## config.mk

```make
export PLATFORM = sky130hd
export DESIGN_NAME = rc_satellite_frame_decoder_core
export DESIGN_NICKNAME = d
export VERILOG_FILES = /design/src/rtl/core/rcsfd_pkg.sv /design/src/rtl/core/rc_satellite_frame_decoder_core.sv
export SDC_FILE = /design/constraint.sdc
export NUM_CORES = 1
export LEC_CHECK = 0
export BUFFER_PORTS_ARGS = -buffer_cell sky130_fd_sc_hd__buf_2
export CORE_ASPECT_RATIO = 0.7
export CORE_MARGIN = 5
export CORE_UTILIZATION = 45
export CTS_CLUSTER_DIAMETER = 40
export DETAILED_ROUTE_END_ITERATION = 7
export SLEW_MARGIN = 20
export SYNTH_ARGS = -nofsm -noshare
export SYNTH_HDL_FRONTEND = slang
export SYNTH_SLANG_ARGS = --single-unit
```

## constraint.sdc

```tcl
create_clock -name clk -period 7.85 [get_ports clk]
set_clock_uncertainty 0.15 [all_clocks]
set_input_delay 1.57 -clock clk [delete_from_list [all_inputs] [get_ports clk]]
set_output_delay 1.57 -clock clk [all_outputs]
set_load 0.02 [all_outputs]
```

## src/rtl/core/rcsfd_pkg.sv

```systemverilog
// ----------------------------------------------------------------------------
// rcsfd_pkg
// Shared types and constants of the rc satellite frame decoder.
// ----------------------------------------------------------------------------
`timescale 1ns / 1ps
`default_nettype none

package rcsfd_pkg;

  localparam int FRAME_LEN_DEF    = 16;
  localparam int NUM_CHANNELS_DEF = 7;
  localparam int OUT_CHANS        = 7;

  localparam int BYTE_W  = 8;
  localparam int STAMP_W = 32;
  localparam int VALUE_W = 10;
  localparam int ID_W    = 4;
  localparam int GAP_W   = 8;

  localparam int CFG_IDX_W = 2;
  localparam logic [CFG_IDX_W-1:0] CFG_FRAME_GAP = CFG_IDX_W'(0);
  localparam logic [CFG_IDX_W-1:0] CFG_LOSS_GAP  = CFG_IDX_W'(1);

  localparam logic [GAP_W-1:0] FRAME_GAP_RST = 8'd5;
  localparam logic [GAP_W-1:0] LOSS_GAP_RST  = 8'd24;

  typedef enum logic [1:0] {
    ST_IDLE,
    ST_READ,
    ST_DRAIN
  } dec_state_t;

endpackage

`default_nettype wire

```

## src/rtl/core/rc_satellite_frame_decoder_core.sv

```systemverilog
// ----------------------------------------------------------------------------
// rc_satellite_frame_decoder_core
// Byte-stream decoder for 16-byte satellite receiver frames, 1024-step values.
// ----------------------------------------------------------------------------
// Usage:
//   in channel (in_valid/in_ready) carries rx_byte with its now_ms timestamp.
//   out channel (out_valid/out_ready) gives one result per byte: the seven
//   channel values after that byte, frame_done and gap_error.
//   cfg channel (cfg_valid/cfg_ready, always ready) writes frame_gap_ms at
//   index 0 and loss_gap_ms at index 1; other indexes are dropped.
// Flow:
//   a byte that does not end a frame gives its registered result in the cycle
//   after its transfer; a new byte is taken in the same cycle its result is taken.
//   the frame-final byte gives its result after ST_READ and then ST_DRAIN decode
//   the frame: the frame memory has two registered read ports, so one 16-bit word
//   is decoded per cycle; no new byte is taken until that result is taken.
// Reset:
//   synchronous; channel values, byte position and last timestamp clear,
//   thresholds return to 5 and 24 ms. The frame memory is not cleared.
// Stall:
//   while a result waits, in_ready stays low and the outputs hold.
// ----------------------------------------------------------------------------
`timescale 1ns / 1ps
`default_nettype none

module rc_satellite_frame_decoder_core
  import rcsfd_pkg::*;
#(
  parameter int FRAME_LEN    = FRAME_LEN_DEF,
  parameter int NUM_CHANNELS = NUM_CHANNELS_DEF
) (
  input  wire logic                 clk,
  input  wire logic                 rst,

  input  wire logic                 cfg_valid,
  output logic                      cfg_ready,
  input  wire logic [CFG_IDX_W-1:0] cfg_index,
  input  wire logic [GAP_W-1:0]     cfg_data,

  input  wire logic                 in_valid,
  output logic                      in_ready,
  input  wire logic [BYTE_W-1:0]    rx_byte,
  input  wire logic [STAMP_W-1:0]   now_ms,

  output logic                      out_valid,
  input  wire logic                 out_ready,
  output logic [VALUE_W-1:0]        chan0,
  output logic [VALUE_W-1:0]        chan1,
  output logic [VALUE_W-1:0]        chan2,
  output logic [VALUE_W-1:0]        chan3,
  output logic [VALUE_W-1:0]        chan4,
  output logic [VALUE_W-1:0]        chan5,
  output logic [VALUE_W-1:0]        chan6,
  output logic                      frame_done,
  output logic                      gap_error
);

  localparam int AW     = $clog2(FRAME_LEN);
  localparam int NWORDS = (FRAME_LEN - 2) / 2;
  localparam int WCW    = (NWORDS > 1) ? $clog2(NWORDS) : 1;

  logic [GAP_W-1:0]   frame_gap_ms;
  logic [GAP_W-1:0]   loss_gap_ms;
  logic [AW-1:0]      byte_pos;
  logic [STAMP_W-1:0] last_stamp;
  logic [VALUE_W-1:0] channel_store [NUM_CHANNELS];

  logic [BYTE_W-1:0]  frame_mem [FRAME_LEN];
  logic [BYTE_W-1:0]  rd_hi;
  logic [BYTE_W-1:0]  rd_lo;
  logic               rd_pending;

  dec_state_t         state;
  dec_state_t         state_next;
  logic [WCW-1:0]     wcnt;
  logic               rd_issue;
  logic               done_q;
  logic               err_q;

  logic               in_xfer;
  logic               out_xfer;
  logic [STAMP_W-1:0] gap;
  logic               restart;
  logic               err;
  logic [AW-1:0]      pos;
  logic               last_byte;
  logic [AW-1:0]      rd_addr_hi;
  logic [AW-1:0]      rd_addr_lo;
  logic [ID_W-1:0]    word_id;
  logic [VALUE_W-1:0] word_value;
  logic [VALUE_W-1:0] chan_arr [OUT_CHANS];

  assign cfg_ready = 1'b1;
  assign in_xfer   = in_valid && in_ready;
  assign out_xfer  = out_valid && out_ready;

  assign gap       = now_ms - last_stamp;
  assign restart   = gap > STAMP_W'(frame_gap_ms);
  assign err       = restart && (last_stamp != '0) && (gap > STAMP_W'(loss_gap_ms));
  assign pos       = restart ? '0 : byte_pos;
  assign last_byte = (32'(pos) == FRAME_LEN - 1);

  assign rd_addr_hi = AW'((32'(wcnt) << 1) + 32'd2);
  assign rd_addr_lo = rd_addr_hi | AW'(1);

  assign word_id    = rd_hi[BYTE_W-3 -: ID_W];
  assign word_value = {rd_hi[1:0], rd_lo};

  // state register
  always_ff @(posedge clk) begin
    if (rst) begin
      state <= ST_IDLE;
    end else begin
      state <= state_next;
    end
  end

  always_comb begin
    state_next = state;
    in_ready   = 1'b0;
    rd_issue   = 1'b0;
    unique case (state)
      ST_IDLE: begin
        in_ready = !out_valid || out_ready;
        if (in_valid && in_ready && last_byte) begin
          state_next = ST_READ;
        end
      end
      ST_READ: begin
        rd_issue = 1'b1;
        if (32'(wcnt) == NWORDS - 1) begin
          state_next = ST_DRAIN;
        end
      end
      ST_DRAIN: begin
        state_next = ST_IDLE;
      end
      default: begin
        state_next = ST_IDLE;
      end
    endcase
  end

  // frame memory, one write port and two registered read ports
  always_ff @(posedge clk) begin
    if (in_xfer) begin
      frame_mem[pos] <= rx_byte;
    end
  end

  always_ff @(posedge clk) begin
    rd_hi <= frame_mem[rd_addr_hi];
    rd_lo <= frame_mem[rd_addr_lo];
  end

  always_ff @(posedge clk) begin
    if (rst) begin
      frame_gap_ms <= FRAME_GAP_RST;
      loss_gap_ms  <= LOSS_GAP_RST;
    end else if (cfg_valid && cfg_ready) begin
      if (cfg_index == CFG_FRAME_GAP) begin
        frame_gap_ms <= cfg_data;
      end
      if (cfg_index == CFG_LOSS_GAP) begin
        loss_gap_ms <= cfg_data;
      end
    end
  end

  always_ff @(posedge clk) begin
    if (rst) begin
      byte_pos   <= '0;
      last_stamp <= '0;
      wcnt       <= '0;
      rd_pending <= 1'b0;
      out_valid  <= 1'b0;
      done_q     <= 1'b0;
      err_q      <= 1'b0;
      for (int k = 0; k < NUM_CHANNELS; k++) begin
        channel_store[k] <= '0;
      end
    end else begin
      rd_pending <= rd_issue;
      if ((state == ST_DRAIN) || (in_xfer && !last_byte)) begin
        out_valid <= 1'b1;
      end else if (out_xfer) begin
        out_valid <= 1'b0;
      end
      if (in_xfer) begin
        last_stamp <= now_ms;
        err_q      <= err;
        done_q     <= last_byte;
        wcnt       <= '0;
        if (last_byte) begin
          byte_pos <= '0;
        end else begin
          byte_pos <= pos + AW'(1);
        end
      end
      if (rd_issue) begin
        wcnt <= wcnt + WCW'(1);
      end
      // later words overwrite earlier ones in issue order
      if (rd_pending) begin
        for (int k = 0; k < NUM_CHANNELS; k++) begin
          if (word_id == ID_W'(k)) begin
            channel_store[k] <= word_value;
          end
        end
      end
    end
  end

  for (genvar g = 0; g < OUT_CHANS; g++) begin : g_chan
    if (g < NUM_CHANNELS) begin : g_live
      assign chan_arr[g] = channel_store[g];
    end else begin : g_zero
      assign chan_arr[g] = '0;
    end
  end

  assign chan0      = chan_arr[0];
  assign chan1      = chan_arr[1];
  assign chan2      = chan_arr[2];
  assign chan3      = chan_arr[3];
  assign chan4      = chan_arr[4];
  assign chan5      = chan_arr[5];
  assign chan6      = chan_arr[6];
  assign frame_done = done_q;
  assign gap_error  = err_q;

  // no result is shown while a frame is being decoded
  a_no_out_in_decode: assert property (@(posedge clk) disable iff (rst)
    (state != ST_IDLE) |-> !out_valid)
    else $error("result valid during frame decode");

  // channel values hold while a result waits
  a_chan_hold: assert property (@(posedge clk) disable iff (rst)
    (out_valid && !out_ready) |=> ($stable(chan0) && $stable(chan3) && $stable(chan6)))
    else $error("channel values changed under a stalled result");

  // a byte that does not end a frame gives its result in the next cycle
  a_short_latency: assert property (@(posedge clk) disable iff (rst)
    (in_xfer && !last_byte) |=> (out_valid && !frame_done))
    else $error("missing result after a mid-frame byte");

endmodule

`default_nettype wire

```

==> impl_metrics.tcl <==
set metrics [dict create \
    cts_tree "done" \
    core_area_sq_um 27570 \
    grtUsageMet2_pct 25.89 \
    hold_viol 0 \
    dr.pass1.iters 5 \
    worst_path_max_delay_cell "nor4_4" \
    drive_gt1_share_pct 19.92 \
    endpoint "frame_mem[2][0]$_DFFE_PP_" \
    synth_nets 1215 \
    seqCellArea_sq_um 6968 \
    root_buffer "clkbuf_16" \
    arrival_ps 6520 \
    remaining_drc_errors 0 \
    clock_sinks 257 \
    grt_pass1_wl_um 47150 \
    ys_ff_latch 257 \
    ant_nets 0 \
    relSlewSlack_pct 33.06 \
    finalMaxSlewViolations 0 \
    synth_top_area_share_pct 43.72 \
    dpl.hpwl_um 21780 \
    rsz0062_at_grt "false" \
    yosys_warnings 0 \
    ir_worst_vdd_uv 164.0 \
    startpoint "now_ms[10]" \
    fin_nets 1334 \
    crit_type "input pin to flip-flop" \
    crit_cells 15 \
    layout_min_cycle_time_ps 6480 \
    maxCapViolCount 0 \
    cp.required_ps 7890 \
    p_per_area_nw_per_um2 230.4 \
    portBuffers 128 \
    final_common_cell "edfxtp_1" \
    die_w_um 209.2 \
    worstSetupStartpointType "input pin" \
    gp_congestion 0.8975 \
    post_drt_wl_per_cell_um 18.62 \
    min-delay-path-class "flip-flop to flip-flop" \
    viasPerCell 5.395 \
    grt_use_met3_pct 3.143 \
    grt.overflow.total 0 \
    dpl.cell_count 1563 \
    cts_resized 0 \
    outcome "completed" \
    final.setup.tns_ps 0 \
    cpPeakStageDelay_ps 720 \
    cts_max_path_buffers 3 \
    cp_max_fo 20 \
    multi_input_area_sq_um 5066 \
    postSynthCellCount 1106 \
    worst_slew_pin_slew_ps 999.7 \
    ys_top_cells_by_area "edfxtp_1 (44%), dfxtp_1 (12%), ha_1 (5.3%), mux4_2 (5.0%), nor2_1 (3.8%)" \
    final_cell_mix "edfxtp_1 (182), buf_2 (128), nor2_1 (125)" \
    htree_num_levels 1 \
    fillers 2446 \
    ioPinCount 130 \
    antenna_found_initial 0 \
    die_y_um 149.4 \
    p_leak_nw 5.380 \
    post_cts_buffers 0 \
    ys_seq_area_share_pct 55.74 \
    grt_use_met1_pct 31.60 \
    postCtsHoldBufs 0 \
    num_rows 51 \
    syn_area_per_cell_sq_um 11.30 \
    syn2layout_area_growth_pct 15.75 \
    reg2reg_to "frame_mem[2][0]$_DFFE_PP_" \
    die_area_sq_um 31260 \
    vias 8745 \
    rrSetupSlack_ps 2080 \
    post-route-period-util_pct 82.55 \
    grt_busiest_layer "met1" \
    start_util_pct 45.34 \
    antenna_cells 0 \
    r2r-start "last_stamp[10]$_SDFFE_PP0P_" \
    cts_buffers 31 \
    clk_latency_ps 580 \
    grt_pass1_vias 8147 \
    ys_types 77 \
    setup_violations 0 \
    cp-end-kind "flip-flop" \
    yosysTopAreaCell "edfxtp_1" \
    crit_chain "buf_2 > ha_1 > nand4_1 > nor3_1 > nor3_2 > a2111oi_0 > nor3_1 > xnor2_1 > nor4bb_1 > nand4_2 > nor4_4 > and2_1 > ha_1 > inv_1 > a211oi_1" \
    fin_cells 1621 \
    synth_area_sq_um 12500 \
    synth-edff-count 182 \
    hp-start "gap_error$_SDFFE_PP0P_" \
    r2r_cells 15 \
    drt_wl_total_um 30190 \
    drtIter0Drc 600 \
    grt_max_degree 53 \
    crit_buf_inv 2 \
    synth_flop_cell "edfxtp_1" \
    clkTransAtPathRegs_ps 60 \
    ys_async_sr_fraction_pct 0 \
    max_freq_mhz 154.3 \
    grt_use_total_pct 18.97 \
    path_delay_family "simple AND/OR/NAND/NOR gates" \
]
[metal layers]
| metal | up-vias | part of all wire (%) | routed length, um |
|---|---|---|---|
| met2 | 304 | 39 | 11920 |
| met5 | - | 0 | 0 |
| li1 | 4286 | - | - |
| met3 | 35 | 7.3 | 2210 |
| met1 | 4120 | 52 | 15630 |
| met4 | 0 | 1.4 | 435 |
[worst min-delay path by stage]
stage,to,slack [ps],cells past startpoint
global route,gap_error$_SDFFE_PP0P_,320,2
detailed placement,gap_error$_SDFFE_PP0P_,300,2
floorplan,last_stamp[10]$_SDFFE_PP0P_,300,2
CTS,gap_error$_SDFFE_PP0P_,310,2
global placement,gap_error$_SDFFE_PP0P_,290,2
finish,gap_error$_SDFFE_PP0P_,310,2
[power by group]
group / leakage (nW) / internal (mW) / switching (mW)
Clock: 0.504 / 0.795 / 0.601
Combinational: 2.58 / 0.153 / 0.283
Sequential: 2.30 / 1.48 / 0.0177
Total: 5.38 / 2.43 / 0.901
[cells by family after synthesis]
kind of cell | count (synthesis) | synth area share (%)
AND/OR/NAND/NOR | 397 | 15.71
AO/OA/AOI/OAI | 212 | 11.02
XOR/XNOR | 20 | 1.401
flip-flops | 257 | 55.74
adder cells (fa/ha/maj) | 54 | 5.466
multiplexers | 49 | 6.867
buffers and inverters | 116 | 3.774
other | 1 | 0.03000
[cell usage after synthesis (all sizes together) (15+ instances only)]
| cell | n |
|---|---|
| clkbuf | 34 |
| ha | 53 |
| edfxtp | 182 |
| nand4 | 16 |
| nand2b | 32 |
| o21ai | 37 |
| nand2 | 113 |
| inv | 66 |
| mux4 | 28 |
| nor2 | 125 |
| nand3 | 15 |
| a21oi | 87 |
| nor3 | 17 |
| dfxtp | 75 |
| buf | 16 |
[state kept, by name, summed over array words and instances (netlist names)]
register	count
frame_mem	112
channel_store	70
last_stamp	32
frame_gap_ms	8
loss_gap_ms	8
rd_lo	8
rd_hi	6
byte_pos	4
wcnt	3
state	2
frame_done	1
gap_error	1
out_valid	1
rd_pending	1
[metrics by stage]
| stage | power (mW) | cell area, sq um | setup slack [ps] | utilization (%) | hold WS, ps |
|---|---|---|---|---|---|
| 3_5_place_dp | 1.960 | 13450 | 954.9 | 48.78 | 299.4 |
| 3_3_place_gp | 1.960 | 13450 | 984.5 | 48.78 | 287.9 |
| 4_1_cts | 3.359 | 14470 | 1536 | 52.48 | 308.3 |
| 2_1_floorplan | 1.826 | 12500 | 1997 | - | 299.0 |
| 5_1_grt | 3.478 | 14470 | 1080 | 52.48 | 322.5 |
| 6_report | 3.333 | 14470 | 1370 | 52.48 | 308.3 |
[cell type report]
type | count | share of cell area [%]
multi-input combinational | 733 | 35.02
tap | 371 | 3.209
clock buffer | 37 | 5.587
timing repair buffer | 136 | 4.843
clock inverter | 21 | 1.470
sequential | 257 | 48.16
inverter | 66 | 1.712
[tightest hold or removal path: cells and delay by family (launching register included)]
| family | cells | cell delay [ps] |
|---|---|---|
| AOI/OAI and AO/OA | 1 | 50 |
| DFF | 1 | 310 |
| and+or+nand+nor | 1 | 50 |
Note: power is estimated with default switching activity, not from simulation.
